File: src/rtl/u8u16_pkg.sv
// shared types and constants for the utf-8 to utf-16 transcoder
// used by the front decoder, the descriptor queue, the back sequencer and the top level
package u8u16_pkg;

  // status codes of a result transaction
  localparam logic [1:0] ST_UNIT      = 2'd0;
  localparam logic [1:0] ST_MALFORMED = 2'd1;
  localparam logic [1:0] ST_TRUNCATED = 2'd2;
  localparam logic [1:0] ST_END_EMPTY = 2'd3;

  // descriptor queue depth
  localparam int unsigned QDEPTH = 4;
  localparam int unsigned QPTR_W = $clog2(QDEPTH);
  localparam int unsigned QCNT_W = $clog2(QDEPTH + 1);

  // input transaction
  typedef struct packed {
    logic [7:0] data_byte;
    logic       start_of_string;
    logic       end_of_string;
  } u8u16_in_t;

  // result transaction
  typedef struct packed {
    logic [15:0] code_unit;
    logic [1:0]  status;
    logic        string_done;
    logic        last_of_run;
  } u8u16_out_t;

  // results caused by one byte, handed from front to back
  typedef struct packed {
    logic        two;      // a second result (low surrogate) follows
    logic [15:0] unit0;
    logic [1:0]  status0;
    logic [15:0] unit1;
    logic        done;     // byte carried end of string
  } u8u16_desc_t;

endpackage

File: src/rtl/u8u16_front.sv
// front decoder: holds the utf-8 decode state and turns each byte into a result descriptor
// depends on u8u16_pkg
module u8u16_front
  import u8u16_pkg::*;
(
  input  logic        clk,
  input  logic        rst_n,
  input  u8u16_in_t   in_data,
  input  logic        accept,
  output logic        push,
  output u8u16_desc_t desc
);

  logic [20:0] pcp_r, pcp_nxt;
  logic [1:0]  owed_r, owed_nxt;
  logic [1:0]  len_r, len_nxt;
  logic        halt_r, halt_nxt;

  logic [20:0] pcp_c;
  logic [1:0]  owed_c;
  logic [1:0]  len_c;
  logic        halt_c;
  logic [7:0]  c;
  logic        complete;
  logic        bad;
  logic [1:0]  n;
  logic [20:0] u;
  logic [20:0] v;

  // decode one byte
  always_comb begin
    c        = in_data.data_byte;
    pcp_c    = in_data.start_of_string ? 21'd0 : pcp_r;
    owed_c   = in_data.start_of_string ? 2'd0 : owed_r;
    len_c    = in_data.start_of_string ? 2'd0 : len_r;
    halt_c   = in_data.start_of_string ? 1'b0 : halt_r;
    pcp_nxt  = pcp_c;
    owed_nxt = owed_c;
    len_nxt  = len_c;
    halt_nxt = halt_c;
    complete = 1'b0;
    bad      = 1'b0;
    n        = 2'd0;
    desc     = '0;

    if (!halt_c) begin
      if (owed_c == 2'd0) begin
        // lead byte classification
        unique casez (c)
          8'b0???????: begin
            pcp_nxt  = {13'd0, c};
            len_nxt  = 2'd0;
            complete = 1'b1;
          end
          8'b110?????: begin
            pcp_nxt  = {16'd0, c[4:0]};
            owed_nxt = 2'd1;
            len_nxt  = 2'd1;
          end
          8'b1110????: begin
            pcp_nxt  = {17'd0, c[3:0]};
            owed_nxt = 2'd2;
            len_nxt  = 2'd2;
          end
          8'b11110???: begin
            pcp_nxt  = {18'd0, c[2:0]};
            owed_nxt = 2'd3;
            len_nxt  = 2'd3;
          end
          default: bad = 1'b1;
        endcase
      end else if (c[7:6] != 2'b10) begin
        bad = 1'b1;
      end else begin
        pcp_nxt  = {pcp_c[14:0], c[5:0]};
        owed_nxt = owed_c - 2'd1;
        complete = (owed_c == 2'd1);
      end
    end

    u = pcp_nxt;
    v = u - 21'h10000;

    // finished code point: range and overlong checks
    if (complete) begin
      if ((u <= 21'h7f && len_nxt != 2'd0) ||
          (u > 21'h7f && u <= 21'h7ff && len_nxt != 2'd1) ||
          (u > 21'h7ff && u <= 21'hffff && len_nxt != 2'd2) ||
          (u >= 21'hd800 && u <= 21'hdfff)) begin
        bad = 1'b1;
      end else if (u < 21'h10000) begin
        n            = 2'd1;
        desc.unit0   = u[15:0];
        desc.status0 = ST_UNIT;
      end else if (u <= 21'h10ffff) begin
        n            = 2'd2;
        desc.two     = 1'b1;
        desc.unit0   = 16'hd800 | {6'd0, v[19:10]};
        desc.status0 = ST_UNIT;
        desc.unit1   = 16'hdc00 | {6'd0, v[9:0]};
      end
      pcp_nxt = 21'd0;
      len_nxt = 2'd0;
    end

    // malformed sequence halts until the next start or end of string
    if (bad) begin
      pcp_nxt      = 21'd0;
      owed_nxt     = 2'd0;
      len_nxt      = 2'd0;
      halt_nxt     = 1'b1;
      n            = 2'd1;
      desc.two     = 1'b0;
      desc.unit0   = 16'd0;
      desc.status0 = ST_MALFORMED;
    end

    // end of string: report when nothing else came out, then clear
    if (in_data.end_of_string) begin
      if (n == 2'd0) begin
        n            = 2'd1;
        desc.unit0   = 16'd0;
        desc.status0 = (!halt_nxt && owed_nxt != 2'd0) ? ST_TRUNCATED : ST_END_EMPTY;
      end
      desc.done = 1'b1;
      pcp_nxt   = 21'd0;
      owed_nxt  = 2'd0;
      len_nxt   = 2'd0;
      halt_nxt  = 1'b0;
    end

    push = accept && (n != 2'd0);
  end

  // decode state
  always_ff @(posedge clk) begin
    if (!rst_n) begin
      pcp_r  <= '0;
      owed_r <= '0;
      len_r  <= '0;
      halt_r <= 1'b0;
    end else if (accept) begin
      pcp_r  <= pcp_nxt;
      owed_r <= owed_nxt;
      len_r  <= len_nxt;
      halt_r <= halt_nxt;
    end
  end

  // a halted decoder holds no partial sequence
  a_halt_clean: assert property (@(posedge clk) disable iff (!rst_n)
    halt_r |-> (owed_r == 2'd0 && pcp_r == 21'd0))
    else $error("halted decoder holds a partial sequence");

  // with nothing owed there is no sequence in progress
  a_idle_clean: assert property (@(posedge clk) disable iff (!rst_n)
    (owed_r == 2'd0) |-> (len_r == 2'd0 && pcp_r == 21'd0))
    else $error("decoder idle but sequence state not clear");

endmodule

File: src/rtl/u8u16_queue.sv
// small descriptor queue between the front decoder and the back sequencer
// depends on u8u16_pkg
module u8u16_queue
  import u8u16_pkg::*;
(
  input  logic        clk,
  input  logic        rst_n,
  input  logic        push,
  input  u8u16_desc_t push_data,
  input  logic        pop,
  output logic        full,
  output logic        not_empty,
  output u8u16_desc_t head
);

  u8u16_desc_t         mem_r [QDEPTH];
  logic [QPTR_W-1:0]   wr_r;
  logic [QPTR_W-1:0]   rd_r;
  logic [QCNT_W-1:0]   cnt_r;

  assign full      = (cnt_r == QCNT_W'(QDEPTH));
  assign not_empty = (cnt_r != '0);
  assign head      = mem_r[rd_r];

  // storage
  always_ff @(posedge clk) begin
    if (push) begin
      mem_r[wr_r] <= push_data;
    end
  end

  // pointers and fill count
  always_ff @(posedge clk) begin
    if (!rst_n) begin
      wr_r  <= '0;
      rd_r  <= '0;
      cnt_r <= '0;
    end else begin
      if (push) begin
        wr_r <= wr_r + QPTR_W'(1);
      end
      if (pop) begin
        rd_r <= rd_r + QPTR_W'(1);
      end
      cnt_r <= cnt_r + QCNT_W'(push) - QCNT_W'(pop);
    end
  end

  // no push into a full queue unless a pop frees a slot, no pop from an empty one
  a_no_overflow: assert property (@(posedge clk) disable iff (!rst_n)
    !(push && full && !pop) && !(pop && !not_empty))
    else $error("descriptor queue overflow or underflow");

endmodule

File: src/rtl/u8u16_back.sv
// back sequencer: emits the one or two results of the head descriptor
// depends on u8u16_pkg
module u8u16_back
  import u8u16_pkg::*;
(
  input  logic        clk,
  input  logic        rst_n,
  input  logic        head_valid,
  input  u8u16_desc_t head,
  output logic        pop,
  output logic        out_valid,
  input  logic        out_stall,
  output u8u16_out_t  out_data
);

  logic sel_r;
  logic last;

  // pick the current result of the run
  always_comb begin
    last      = sel_r || !head.two;
    out_valid = head_valid;
    out_data.code_unit   = sel_r ? head.unit1 : head.unit0;
    out_data.status      = sel_r ? ST_UNIT : head.status0;
    out_data.string_done = last && head.done;
    out_data.last_of_run = last;
    pop = head_valid && !out_stall && last;
  end

  // second-result flag
  always_ff @(posedge clk) begin
    if (!rst_n) begin
      sel_r <= 1'b0;
    end else if (head_valid && !out_stall) begin
      sel_r <= !last;
    end
  end

  // the second result is only ever shown for a pair descriptor
  a_sel_pair: assert property (@(posedge clk) disable iff (!rst_n)
    sel_r |-> (head_valid && head.two))
    else $error("second result selected without a pair at the head");

endmodule

File: src/rtl/utf8_to_utf16_transcoder.sv
// utf-8 to utf-16 transcoder: one byte per transaction in, one code unit per transaction out
// a byte's results are written into the registered descriptor queue and offered from its head
// throughput: one byte per cycle unless the queue is full; one result per cycle out unless
// stalled; a surrogate pair gives two results and a four-entry queue absorbs the difference
// reset: synchronous active-low rst_n clears decoder state, queue pointers and sequencer
// depends on u8u16_pkg, u8u16_front, u8u16_queue, u8u16_back
module utf8_to_utf16_transcoder
  import u8u16_pkg::*;
(
  input  logic       clk,
  input  logic       rst_n,
  input  logic       in_valid,
  output logic       in_stall,
  input  u8u16_in_t  in_data,
  output logic       out_valid,
  input  logic       out_stall,
  output u8u16_out_t out_data
);

  logic        accept;
  logic        push;
  logic        pop;
  logic        full;
  logic        not_empty;
  u8u16_desc_t desc;
  u8u16_desc_t head;

  assign in_stall = full;
  assign accept   = in_valid && !full;

  u8u16_front u_front (
    .clk     (clk),
    .rst_n   (rst_n),
    .in_data (in_data),
    .accept  (accept),
    .push    (push),
    .desc    (desc)
  );

  u8u16_queue u_queue (
    .clk       (clk),
    .rst_n     (rst_n),
    .push      (push),
    .push_data (desc),
    .pop       (pop),
    .full      (full),
    .not_empty (not_empty),
    .head      (head)
  );

  u8u16_back u_back (
    .clk        (clk),
    .rst_n      (rst_n),
    .head_valid (not_empty),
    .head       (head),
    .pop        (pop),
    .out_valid  (out_valid),
    .out_stall  (out_stall),
    .out_data   (out_data)
  );

endmodule

File: config.mk
export PLATFORM = sky130hd
export DESIGN_NAME = utf8_to_utf16_transcoder
export DESIGN_NICKNAME = d
export VERILOG_FILES = /design/src/rtl/u8u16_pkg.sv /design/src/rtl/u8u16_front.sv /design/src/rtl/u8u16_queue.sv /design/src/rtl/u8u16_back.sv /design/src/rtl/utf8_to_utf16_transcoder.sv
export SDC_FILE = /design/constraint.sdc
export NUM_CORES = 1
export LEC_CHECK = 0
export ABC_AREA = 0
export BUFFER_PORTS_ARGS = -buffer_cell sky130_fd_sc_hd__buf_2
export CORE_UTILIZATION = 60
export DETAILED_ROUTE_END_ITERATION = 10
export GPL_TIMING_DRIVEN = 0
export HOLD_SLACK_MARGIN = 0.03
export MAX_ROUTING_LAYER = met4
export PLACE_DENSITY = 0.78
export SYNTH_ARGS = -nofsm -noshare
export SYNTH_HDL_FRONTEND = slang
export SYNTH_SLANG_ARGS = --single-unit
File: constraint.sdc
create_clock -name clk -period 6.3 [get_ports clk]
set_input_delay 0.945 -clock clk [delete_from_list [all_inputs] [get_ports clk]]
set_output_delay 0.945 -clock clk [all_outputs]
set_load 0.03 [all_outputs]
==> results of run 1 <==
-- report_power, final --
group / total [µW] / internal, µW / leakage (µW) / switching (µW)
registers: 1370 / 1310 / 0.00144 / 54.1
logic: 907 / 343 / 0.00127 / 564
clock network: 970 / 547 / 0.000267 / 423
total: 3240 / 2200 / 0.00298 / 1040
-- through the flow --
stage	instance area (µm²)	std cells
final	8620	815
after floorplan	7680	582
after CTS	8620	815
after detailed placement	8060	783
after global placement	8060	783
after global routing	8620	815
-- state kept, by name, indices dropped and copies added (netlist names), named ones only --
register,count
u_queue.cnt_r,3
u_queue.mem_r,124
u_front.halt_r,1
u_front.len_r,2
u_back.sel_r,1
u_queue.rd_r,2
u_front.pcp_r,21
u_front.owed_r,2
u_queue.wr_r,2
-- cell usage in the layout (no fill, tap or decap), types with 8 or more instances in the layout --
cell type	count
and2_1	14
o21ai_0	21
dfxtp_1	36
mux4_2	31
a21oi_1	24
nor2b_1	31
a22oi_1	20
inv_1	25
buf_2	39
ha_1	10
clkbuf_16	17
nand2_1	34
clkbuf_1	14
mux2_2	10
nand3_1	8
nor2_1	42
edfxtp_1	124
-- logic make-up (layout without fill, tap and decap cells) --
kind of cell,count (synthesis),after routing
buffers and inverters,55,120
DFF,160,160
adders and majority gates,11,11
xor gates and xnor gates,6,6
and+or+nand+nor,174,174
AOI/OAI and AO/OA,131,131
muxes,45,45
-- worst reg2reg max path, delay by kind of cell (launching register included) --
family | cells | cell delay, ns
AND/OR/NAND/NOR | 7 | 2.37
AO/OA/AOI/OAI | 3 | 1.10
flip-flops | 1 | 0.37
buffers and inverters | 2 | 0.27
adder cells (fa/ha/maj) | 1 | 0.20
-- worst paths after layout --
| path | from | to | cells past startpoint |
|---|---|---|---|
| worst min register to register | u_front.owed_r[0] | u_front.owed_r[0] | 2 |
| worst max register to register | u_front.owed_r[0] | u_queue.mem_r[2][7] | 13 |
| worst min-delay path | u_front.owed_r[0] | u_front.owed_r[0] | 2 |
| worst max-delay path | in_data[1] | u_queue.mem_r[2][7] | 16 |
-- per-layer routing --
metal / track usage / vias to the layer above / share of wire
met5: - / - / 0
met4: 0.119 / 0 / 0.027
met3: 0.0590 / 44 / 0.062
met2: 0.486 / 223 / 0.49
met1: 0.388 / 2611 / 0.42
li1: - / 2329 / -
-- area by class of cell --
type / instances / area, µm² / share of cell area
buffer: 30 / 150 / 0.0174
clock buffer: 17 / 425 / 0.0493
clock inverter: 15 / 136 / 0.0158
inverter: 25 / 93.8 / 0.0109
multi-input combinational: 367 / 3000 / 0.348
sequential: 160 / 4440 / 0.515
tap: 168 / 210 / 0.0244
timing repair buffer: 33 / 165 / 0.0192
==> impl_results.rst, run 1 <==
.. list-table::
   :header-rows: 1

   * - Metric
     - Value
   * - Wire length per cell after detailed routing
     - 22.6 µm
   * - Top cell types by occurrence after synthesis
     - 124 x edfxtp_1, 42 x nor2_1, 36 x dfxtp_1
   * - Critical path's largest stage delay
     - 0.80 ns
   * - Pin count of the biggest net entering global routing
     - 32
   * - Proportion of register bits with asynchronous set or reset after synthesis
     - 0
   * - Nature of the critical path endpoint
     - flop
   * - Clk Latency, worst-skew pair
     - 0.43 ns
   * - Total of buffers placed on input and output ports
     - 33
   * - Adder-Cell Fraction of Synth Area
     - 0.0189
   * - Count of clock tree sinks
     - 160
   * - Leading register cell type out of synthesis
     - edfxtp_1
   * - Final core utilization
     - 0.703
   * - R2R setup slack
     - 1.57 ns
   * - Starting density of the core
     - 0.626
   * - Synth Warn #
     - 0
   * - Final critical-path setup slack
     - 0.886 ns
   * - Leakage dissipation
     - 0.00298 µW
   * - Total of max-cap violations
     - 0
   * - Full die area
     - 13300 µm²
   * - Dominant combinational cell family by area after synthesis
     - compound AO/OA/AOI/OAI gates
   * - Placement Rows
     - 40
   * - Setup repair after global routing missed its margin
     - no
   * - Leading cell type by number of instances after synthesis
     - edfxtp_1
   * - Y dimension of the die
     - 115 µm
   * - Series of cell instances along the critical path
     - buf_2 > buf_2 > buf_2 > nor2b_1 > inv_1 > ha_1 > buf_4 > or3b_4 > nor2_4 > a21oi_1 > a211oi_2 > nand4_1 > nor4_2 > nor2_1 > o31ai_4 > and2_2
   * - Net total in the final layout
     - 659
   * - Post-layout total power
     - 3240 µW
   * - Cells after synthesis
     - 582
   * - Clock buffers created by TritonCTS
     - 17
   * - Area Overhead vs Synth
     - 12.3%
   * - Netlist area before placement
     - 7680 µm²
   * - Number of antenna violations at the first check in global routing
     - 0
   * - Critical path fanouts, max
     - 31
   * - Post-synthesis sequential element count
     - 160
   * - Worst path required time
     - 6.35 ns
   * - Quantity of hold-fixing buffers added after cts
     - 0
   * - Post-Route Hold Slack
     - 0.556 ns
   * - Hold Vio Cnt, Final
     - 0
   * - DP Wirelength
     - 12300 µm
   * - Final setup viols
     - 0
   * - All-Layer GR Usage
     - 0.305
   * - DRT Wirelength
     - 18400 µm
   * - Layout cells sized above 1
     - 0.233
   * - Final RePlAce weighted congestion
     - 0.976
   * - Sort of element at the start of the critical path
     - input port
   * - Final critical-path share of the clock period
     - 0.859
   * - Iter 0 DRT Violations
     - 494
   * - Worst slew margin relative to its limit
     - 0.290
   * - Root buffer cell
     - clkbuf_16
   * - Remaining antenna violation count
     - 0
   * - Final critical-path required period
     - 5.41 ns
   * - Power density over the cells
     - 376 nW/µm²
   * - Start-to-end type of the worst setup path
     - input port to flop
   * - Setup tns final
     - 0 ns
   * - Most area-hungry cell type in the Yosys netlist
     - edfxtp_1
   * - Count of fill cells added during filler insertion
     - 862
   * - Area of the placeable core
     - 12300 µm²
   * - Critical path arrival
     - 5.46 ns
   * - CTS tree
     - yes
   * - Synth unique cells
     - 75
   * - Average size of a mapped cell
     - 13.2 µm²
   * - Status
     - finished clean
   * - Worst path slowest cell
     - and2_2
   * - Post-CTS sizing
     - 0
   * - Sum of overflow across all layers after global routing
     - 0
   * - Peak VDD IR
     - 0.254 mV
   * - Post-synthesis share of cell area spent on and, or, nand and nor gates
     - 0.125
   * - DRC violations left
     - 0
   * - Post-synth top area share
     - 0.485
   * - Top Family by Delay on Critical Path
     - simple AND/OR/NAND/NOR gates
   * - Worst-Margin Slew
     - 1.06 ns
   * - Placement-stage worst setup slack
     - 0.551 ns
   * - Worst-path clk slew
     - 0.06 ns
   * - Vias per std cell
     - 6.39
   * - Proportion of synthesized chip area in sequential cells
     - 0.579
   * - Worst-case clock buffer depth
     - 2
   * - Share of cell area taken by muxes after synthesis
     - 0.111
   * - Post-CTS Repair Setup Buffers
     - 0
   * - Classification of the worst-slack hold path
     - flop to flop
   * - Post-synthesis share of cell area spent on xor and xnor gates
     - 0.00684
   * - Final Slew Violations
     - 0
   * - Worst Skew
     - 0.00585 ns
   * - Buffers plus inverters on the worst setup path
     - 5
   * - Number of enable flip-flop cells after synthesis
     - 124
   * - Via count
     - 5207
   * - Top cells by area, synth
     - edfxtp_1 48%, dfxtp_1 9.4%, mux4_2 9.1%
   * - Maximum level of the CTS H-tree
     - 4
   * - Vias in the first global route
     - 5047
   * - Ports placed on the boundary
     - 36
   * - Total iterations of the first detailed-routing run
     - 5
   * - Cell repeated most along the worst path
     - buf_2
   * - Synthesized netlist net count
     - 607
   * - Die X-Extent
     - 115 µm
   * - Number of diodes added for antenna fixing
     - 0
   * - Area fraction in compound gates after synthesis
     - 0.128
   * - Top achievable clock speed
     - 185 MHz
   * - Wire length of the first global-routing pass
     - 27900 µm
(Power assumes the default switching activity.)
==> run 2: changes to the inputs <==
--- a/config.mk
+++ b/config.mk
@@ -5,7 +5,7 @@
 export SDC_FILE = /design/constraint.sdc
 export NUM_CORES = 1
 export LEC_CHECK = 0
-export ABC_AREA = 0
+export ABC_AREA = 1
 export BUFFER_PORTS_ARGS = -buffer_cell sky130_fd_sc_hd__buf_2
 export CORE_UTILIZATION = 60
 export DETAILED_ROUTE_END_ITERATION = 10
==> run 2 against run 1 <==
Effect of this change: clock-buffer cell count is the same; setup slack gained 0.31 ns; maximum frequency grew 6.1%; die area grew 3.7%; cell area grew 4.9%; first-iteration DRC count grew 55%; clock skew grew 0.0033 ns; power grew 0.90%; sequential power shrank 7%; area after synthesis grew 3.8%; routed wire length grew 12%; combinational power grew 12%; largest cell class unchanged; largest power group unchanged.
==> impl_results.rst, run 2 <==
.. list-table::
   :header-rows: 1

   * - Metric
     - Value
   * - Area Overhead vs Synth
     - 13.4%
   * - Layout cells sized above 1
     - 0.114 (-0.119)
   * - Portion of total power attributed to combinational logic
     - 0.312 (+0.032)
   * - Worst path required time
     - 6.43 ns (+0.08 ns)
   * - Worst-Margin Slew
     - 0.824 ns (-0.231 ns)
   * - Netlist area before placement
     - 7970 µm² (+3.8%)
   * - Synth unique cells
     - 40 (-47%)
   * - Register-to-Register Path Depth
     - 21 (+8)
   * - Final critical-path setup slack
     - 1.20 ns (+0.310 ns)
   * - Portion of total power attributed to the clock network
     - 0.296 (-0.003)
   * - Wire length of the first global-routing pass
     - 32000 µm (+15%)
   * - Classification of the worst-slack hold path
     - flop to flop
   * - Worst slew margin relative to its limit
     - 0.451 (+0.161)
   * - Final critical-path required period
     - 5.10 ns (-0.310 ns)
   * - Synth Warn #
     - 0 (unchanged)
   * - Hold Vio Cnt, Final
     - 0 (unchanged)
   * - Reg with most FFs
     - u_queue.mem_r
   * - Die X-Extent
     - 117 µm (+1.9%)
   * - Most area-hungry cell type in the Yosys netlist
     - edfxtp_1
   * - Worst Skew
     - 0.00910 ns (+0.00325 ns)
   * - Top achievable clock speed
     - 196 MHz (+6.1%)
   * - Sum of overflow across all layers after global routing
     - 0 (unchanged)
   * - Placement Rows
     - 41 (+2.5%)
   * - Ports placed on the boundary
     - 36 (unchanged)
   * - Remaining antenna violation count
     - 0 (unchanged)
   * - Worst-case clock buffer depth
     - 2 (unchanged)
   * - Peak VDD IR
     - 0.190 mV (-25%)
   * - R2R setup slack
     - 1.67 ns (+0.10 ns)
   * - Top cells by area, synth
     - edfxtp_1 47%, dfxtp_1 9.0%, nand2_1 8.4%
   * - Maximum level of the CTS H-tree
     - 4 (unchanged)
   * - Root buffer cell
     - clkbuf_16
   * - Post-layout total power
     - 3270 µW (+0.90%)
   * - Commonest cells after routing, fill and taps aside
     - 178 x nand2_1, 167 x nor2_1, 124 x edfxtp_1, 78 x inv_1, 71 x o21ai_0
   * - Final critical-path share of the clock period
     - 0.810 (-0.0492)
   * - Vias per std cell
     - 5.79 (-9.4%)
   * - Proportion of register bits with asynchronous set or reset after synthesis
     - 0 (unchanged)
   * - DP Wirelength
     - 14500 µm (+18%)
   * - Total of max-cap violations
     - 0 (unchanged)
   * - Setup repair after global routing missed its margin
     - no
   * - Critical path's largest stage delay
     - 0.57 ns (-0.23 ns)
   * - Switching power summed over all nets
     - 1190 µW (+15%)
   * - Number of diodes added for antenna fixing
     - 0 (unchanged)
   * - Worst-path clk slew
     - 0.06 ns (about the same)
   * - Share of cell area taken by muxes after synthesis
     - 0 (-0.111)
   * - Leading cell type by number of instances after synthesis
     - nand2_1
   * - Number of antenna violations at the first check in global routing
     - 0 (unchanged)
   * - Registers with the highest flip-flop counts
     - u_queue.mem_r x124, u_front.pcp_r x21, u_queue.cnt_r x3
   * - Final core utilization
     - 0.708 (+0.00493)
   * - Worst path slowest cell
     - nor2_4
   * - Nature of the critical path endpoint
     - flop
   * - Post-synthesis sequential element count
     - 160 (unchanged)
   * - Critical path arrival
     - 5.24 ns (-0.22 ns)
   * - Starting density of the core
     - 0.624 (-0.00218)
   * - Wire length per cell after detailed routing
     - 17.8 µm (-21%)
   * - Vias in the first global route
     - 6242 (+24%)
   * - Proportion of synthesized chip area in sequential cells
     - 0.557 (-0.0212)
   * - Cell repeated most along the worst path
     - nand2_1
   * - Start-to-end type of the worst setup path
     - input port to flop
   * - Most common cell after layout, fill and taps aside
     - nand2_1
   * - Quantity of hold-fixing buffers added after cts
     - 0 (unchanged)
   * - Top Family by Delay on Critical Path
     - simple AND/OR/NAND/NOR gates
   * - Pin count of the biggest net entering global routing
     - 30 (-6.3%)
   * - DRT Wirelength
     - 20700 µm (+12%)
   * - Total iterations of the first detailed-routing run
     - 6 (+1)
   * - Via count
     - 6724 (+29%)
   * - Dominant combinational cell family by area after synthesis
     - simple AND/OR/NAND/NOR gates
   * - Y dimension of the die
     - 117 µm (+1.9%)
   * - Cells after synthesis
     - 919 (+58%)
   * - Number of enable flip-flop cells after synthesis
     - 124 (unchanged)
   * - Count of clock tree sinks
     - 160 (unchanged)
   * - Pint
     - 2080 µW (-5.6%)
   * - Reg2Reg Capture Point
     - u_queue.mem_r[1][30]
   * - Post-synth top area share
     - 0.467 (-0.0178)
   * - Final RePlAce weighted congestion
     - 0.952 (-2.5%)
   * - CTS tree
     - yes
   * - DRC violations left
     - 0 (unchanged)
   * - Buffers plus inverters on the worst setup path
     - 6 (+1)
   * - Net total in the final layout
     - 1002 (+52%)
   * - Placement-stage worst setup slack
     - 0.760 ns (+0.210 ns)
   * - Critical path fanouts, max
     - 17 (-45%)
   * - Reg-to-reg critical path startpoint
     - u_front.owed_r[0]
   * - Area of the placeable core
     - 12800 µm² (+4.2%)
   * - Series of cell instances along the critical path
     - buf_2 > buf_2 > nor2_1 > inv_1 > ha_1 > inv_1 > buf_2 > nand2_1 > o21ai_1 > nor2_1 > nand2_1 > nor2_1 > nand3_1 > nand2_1 > nand2_1 > nand2_1 > nor2_1 > nand4_2 > nand4_2 > nand2_1 > nor2_4 > buf_16
   * - All-Layer GR Usage
     - 0.333 (+0.0284)
   * - Reg power frac
     - 0.392 (-0.029)
   * - Logic depth of the worst path, buffers included
     - 22 (+6)
   * - Number of flip-flops in the largest register
     - 124 (unchanged)
   * - Sort of element at the start of the critical path
     - input port
   * - Area fraction in compound gates after synthesis
     - 0.127 (-0.000615)
   * - Sw frac
     - 0.364 (+0.0435)
   * - Average size of a mapped cell
     - 8.68 µm² (-34%)
   * - Post-CTS sizing
     - 0 (unchanged)
   * - Worst setup path endpoint
     - u_queue.mem_r[1][30]
   * - Full die area
     - 13800 µm² (+3.7%)
   * - Power density over the cells
     - 362 nW/µm² (-3.8%)
   * - Final setup viols
     - 0 (unchanged)
   * - Post-CTS Repair Setup Buffers
     - 0 (unchanged)
   * - Final Slew Violations
     - 0 (unchanged)
   * - Startpoint of the worst setup timing path
     - in_data[1]
   * - Total of buffers placed on input and output ports
     - 35 (+6.1%)
   * - Leading register cell type out of synthesis
     - edfxtp_1
   * - Synthesized netlist net count
     - 944 (+56%)
   * - Adder-Cell Fraction of Synth Area
     - 0.0182 (-0.000694)
   * - Setup tns final
     - 0 ns (unchanged)
   * - Clk Latency, worst-skew pair
     - 0.43 ns (about the same)
   * - Leakage dissipation
     - 0.00358 µW (+20%)
   * - Post-synthesis share of cell area spent on and, or, nand and nor gates
     - 0.231 (+0.105)
   * - Status
     - finished clean
   * - Clock buffers created by TritonCTS
     - 17 (unchanged)
   * - Top cell types by occurrence after synthesis
     - 178 x nand2_1, 171 x nor2_1, 124 x edfxtp_1
   * - Post-synthesis share of cell area spent on xor and xnor gates
     - 0.00220 (-0.00464)
   * - Iter 0 DRT Violations
     - 764 (+55%)
## run 2: cell types whose count changed after synthesis, sizes merged, moves of 35 or more
cell,before,now
a21oi,30,65
nand3,8,52
nand2,34,187
nor2,45,179
o21ai,25,76
inv,25,84
## run 2: worst min-delay path, cell delays in order (launching register included)
cell and delay (ns):
dfxtp_1 0.31, nand2_1 0.06, a21oi_1 0.05
## run 2: power groups by stage
stage	combinational, µW	sequential (µW)	clock [µW]
after global routing	1130	1290	1010
after detailed placement	1010	1310	0
after CTS	1020	1280	974
final	1020	1280	968
after floorplan	691	1300	0
after global placement	960	1310	0
## run 2: area by class of cell
class                           count  area (µm²)
Buffer                             40         185
Clock buffer                       17         425
Clock inverter                     15         131
Fill cell                         961        3730
Inverter                           87         329
Multi-Input combinational cell    632        3050
Sequential cell                   160        4440
Tap cell                          172         215
Timing Repair Buffer               39         270
## run 2: how the worst min path moves through the flow
stage	startpoint	to	slack, ns	cells after the start
2_1_floorplan	u_queue.rd_r[1]	flop	0.44	2
3_3_place_gp	u_front.pcp_r[5]	u_front.pcp_r[5]	0.45	2
3_5_place_dp	u_front.pcp_r[8]	u_front.pcp_r[8]	0.46	2
4_1_cts	u_front.pcp_r[8]	u_front.pcp_r[8]	0.47	2
5_1_grt	u_front.pcp_r[5]	u_front.pcp_r[5]	0.49	2
6_report	u_front.pcp_r[15]	u_front.pcp_r[15]	0.46	2
## run 2: cell families (layout without fill, tap and decap cells)
logic type,count (synthesis),in the layout
and+or+nand+nor,438,438
AOI/OAI and AO/OA,181,181
buffers and inverters,127,198
DFF,160,160
adders and majority gates,11,11
xor gates and xnor gates,2,2
## run 2: through the flow
| step | hold WS (ns) | instance area (µm²) | instances |
|---|---|---|---|
| after CTS | 0.467 | 9050 | 1162 |
| after detailed placement | 0.457 | 8490 | 1130 |
| after floorplan | 0.436 | 7970 | 919 |
| after global routing | 0.486 | 9050 | 1162 |
| final | 0.464 | 9050 | 1162 |
| after global placement | 0.452 | 8360 | 1126 |
## run 2: metal layers
layer,up-vias,routed length (µm),GRT usage
met2,343,10000,0.550
met1,3100,8030,0.391
met5,-,0,-
met3,56,1970,0.0762
li1,3225,-,-
met4,0,669,0.147
==> run 3: changes to the inputs <==
--- a/config.mk
+++ b/config.mk
@@ -5,7 +5,7 @@
 export SDC_FILE = /design/constraint.sdc
 export NUM_CORES = 1
 export LEC_CHECK = 0
-export ABC_AREA = 1
+export ABC_AREA = 0
 export BUFFER_PORTS_ARGS = -buffer_cell sky130_fd_sc_hd__buf_2
 export CORE_UTILIZATION = 60
 export DETAILED_ROUTE_END_ITERATION = 10
==> constraint.sdc (replaced) <==
create_clock -name clk -period 4.95 [get_ports clk]
set_input_delay 0.7425 -clock clk [delete_from_list [all_inputs] [get_ports clk]]
set_output_delay 0.7425 -clock clk [all_outputs]
set_load 0.03 [all_outputs]
==> run 3 against run 2 <==
Effect of this change: register-to-register slack worse by 1.0 ns; clock-buffer cell count unchanged; power up 27%; via count down 22%; non-clock buffer count down 12; critical path type unchanged.
==> impl_results.rst, run 3 (synthesis results as in run 1) <==
.. list-table::
   :header-rows: 1

   * - Metric
     - Value
   * - Status
     - finished clean
   * - Count of clock tree sinks
     - 160 (unchanged)
   * - Startpoint of the worst setup timing path
     - in_data[1]
   * - Total iterations of the first detailed-routing run
     - 5 (-1)
   * - Root buffer cell
     - clkbuf_16
   * - Final critical-path share of the clock period
     - 0.958
   * - Worst path required time
     - 5.15 ns (-1.28 ns)
   * - Vias in the first global route
     - 5069 (-19%)
   * - Wire length of the first global-routing pass
     - 27900 µm (-13%)
   * - Worst-Margin Slew
     - 1.07 ns (+0.247 ns)
   * - Die X-Extent
     - 115 µm (-1.8%)
   * - Leakage dissipation
     - 0.00303 µW (-15%)
   * - Critical path's largest stage delay
     - 0.69 ns (+0.12 ns)
   * - Classification of the worst-slack hold path
     - flop to flop
   * - Number of antenna violations at the first check in global routing
     - 0 (unchanged)
   * - Post-Layout Cell Count
     - 819 (-30%)
   * - Ports placed on the boundary
     - 36 (unchanged)
   * - Placement Rows
     - 40 (-2.4%)
   * - Worst Skew
     - 0.00829 ns (-0.000811 ns)
   * - Iter 0 DRT Violations
     - 446 (-42%)
   * - Sort of element at the start of the critical path
     - input port
   * - DP Wirelength
     - 12300 µm (-15%)
   * - CTS tree
     - yes
   * - Series of cell instances along the critical path
     - buf_2 > buf_2 > buf_4 > nor2b_2 > inv_1 > ha_1 > buf_4 > o21ai_2 > o21ai_1 > o21ai_0 > nor4_4 > o21ai_1 > a211oi_1 > a211oi_4 > nand4_2 > buf_4 > a21oi_1
   * - Full die area
     - 13300 µm² (-3.6%)
   * - Final RePlAce weighted congestion
     - 0.976 (+2.6%)
   * - Wire length per cell after detailed routing
     - 22.6 µm (+27%)
   * - Cell repeated most along the worst path
     - buf_4
   * - Remaining antenna violation count
     - 0 (unchanged)
   * - Worst-path clk slew
     - 0.06 ns (about the same)
   * - Reg-to-reg critical path startpoint
     - u_front.owed_r[0]
   * - Y dimension of the die
     - 115 µm (-1.8%)
   * - Top Family by Delay on Critical Path
     - compound AO/OA/AOI/OAI gates
   * - Area Overhead vs Synth
     - 13.5% (about the same)
   * - Pin count of the biggest net entering global routing
     - 32 (+6.7%)
   * - Registers with the highest flip-flop counts
     - u_queue.mem_r x124, u_front.pcp_r x21, u_queue.cnt_r x3
   * - Worst hold start
     - u_front.owed_r[0]
   * - Clk Latency, worst-skew pair
     - 0.43 ns (about the same)
   * - DRC violations left
     - 0 (unchanged)
   * - Final core utilization
     - 0.711 (+0.00282)
   * - Non-Filler Cell Area, Final
     - 8720 µm² (-3.6%)
   * - Worst path slowest cell
     - o21ai_0
   * - Vias per std cell
     - 6.43 (+11%)
   * - Via count
     - 5270 (-22%)
   * - DRT Wirelength
     - 18500 µm (-10%)
   * - Area of placed instances
     - 8060 µm² (-5.0%)
   * - Worst slew margin relative to its limit
     - 0.280 (-0.171)
   * - Net total in the final layout
     - 663 (-34%)
   * - Maximum level of the CTS H-tree
     - 4 (unchanged)
   * - Power density over the cells
     - 476 nW/µm² (+31%)
   * - Final Slew Violations
     - 0 (unchanged)
   * - Placed instance count
     - 783 (-31%)
   * - Commonest cells after routing, fill and taps aside
     - 124 x edfxtp_1, 42 x nor2_1, 38 x buf_2, 36 x dfxtp_1, 34 x nand2_1
   * - Number of diodes added for antenna fixing
     - 0 (unchanged)
   * - Total of max-cap violations
     - 0 (unchanged)
   * - Post-Route Hold Slack
     - 0.563 ns (+0.0984 ns)
   * - Most common cell after layout, fill and taps aside
     - edfxtp_1
   * - Starting density of the core
     - 0.626 (+0.00218)
   * - Critical path arrival
     - 4.94 ns (-0.30 ns)
   * - Final setup viols
     - 0 (unchanged)
   * - All-Layer GR Usage
     - 0.305 (-0.0282)
   * - Hold Vio Cnt, Final
     - 0 (unchanged)
   * - Buffers plus inverters on the worst setup path
     - 6 (unchanged)
   * - Critical path fanouts, max
     - 10 (-7)
   * - Worst-case clock buffer depth
     - 2 (unchanged)
   * - Setup tns final
     - 0 ns (unchanged)
   * - Start-to-end type of the worst setup path
     - input port to flop
   * - Nature of the critical path endpoint
     - flop
   * - Layout cells sized above 1
     - 0.250 (+0.136)
   * - Sum of overflow across all layers after global routing
     - 0 (unchanged)
   * - Number of flip-flops in the largest register
     - 124 (unchanged)
   * - Clock buffers created by TritonCTS
     - 17 (unchanged)
   * - Final critical-path required period
     - 4.74 ns
   * - Peak VDD IR
     - 0.325 mV (+71%)
   * - Setup repair after global routing missed its margin
     - no
   * - Total of buffers placed on input and output ports
     - 33 (-5.7%)
   * - Top achievable clock speed
     - 211 MHz
   * - Reg with most FFs
     - u_queue.mem_r
   * - Area of the placeable core
     - 12300 µm² (-4.0%)
-- run 3: layer usage --
layer	up-vias	wire, µm	global-route usage
li1	2329	-	-
met1	2650	7760	0.385
met2	241	9010	0.488
met3	50	1280	0.0622
met4	0	491	0.118
met5	-	0	-
-- run 3: final timing paths --
kind / end / slack, ns / cells after the start
max: u_queue.mem_r[2][7] / 0.21 / 17
max reg2reg: u_queue.mem_r[2][7] / 0.64 / 14
min reg2reg: u_front.owed_r[0] / 0.56 / 2
min: u_front.owed_r[0] / 0.56 / 2
-- run 3: cell type report --
class                      instances  area [µm²]
timing repair buffer              37         195
clock inverter                    15         136
sequential                       160        4440
tap                              168         210
fill                             849        3540
clock buffer                      17         425
inverter                          25        93.8
buffer                            30         156
multi-input combinational        367        3060
-- run 3: stage by stage --
stage	setup slack, ns	total power [µW]
global route	0.0117	4310
finish	0.208	4150
detailed placement	-0.597	2900
global placement	-1.08	2870
floorplan	0.231	2600
CTS	0.117	4150
-- run 3: where the power goes --
group,internal [µW],switching [µW]
sequential,1670,69.7
clock,697,538
combinational,448,724
total,2820,1330
-- run 3: worst min-delay path, delay by kind of cell, from the launching register on --
kind               cells  cell delay, ns
DFF                    1            0.34
AOI/OAI and AO/OA      1            0.09
and+or+nand+nor        1            0.07
-- run 3: what timing repair did --
action / 4_1_cts / 5_1_grt
pin swaps: 1 / 2
setup buffers: 2 / 2
gates resized for setup: 2 / 13
hold buffers: 0 / 0
endpoints found under the setup margin: 125 / 194
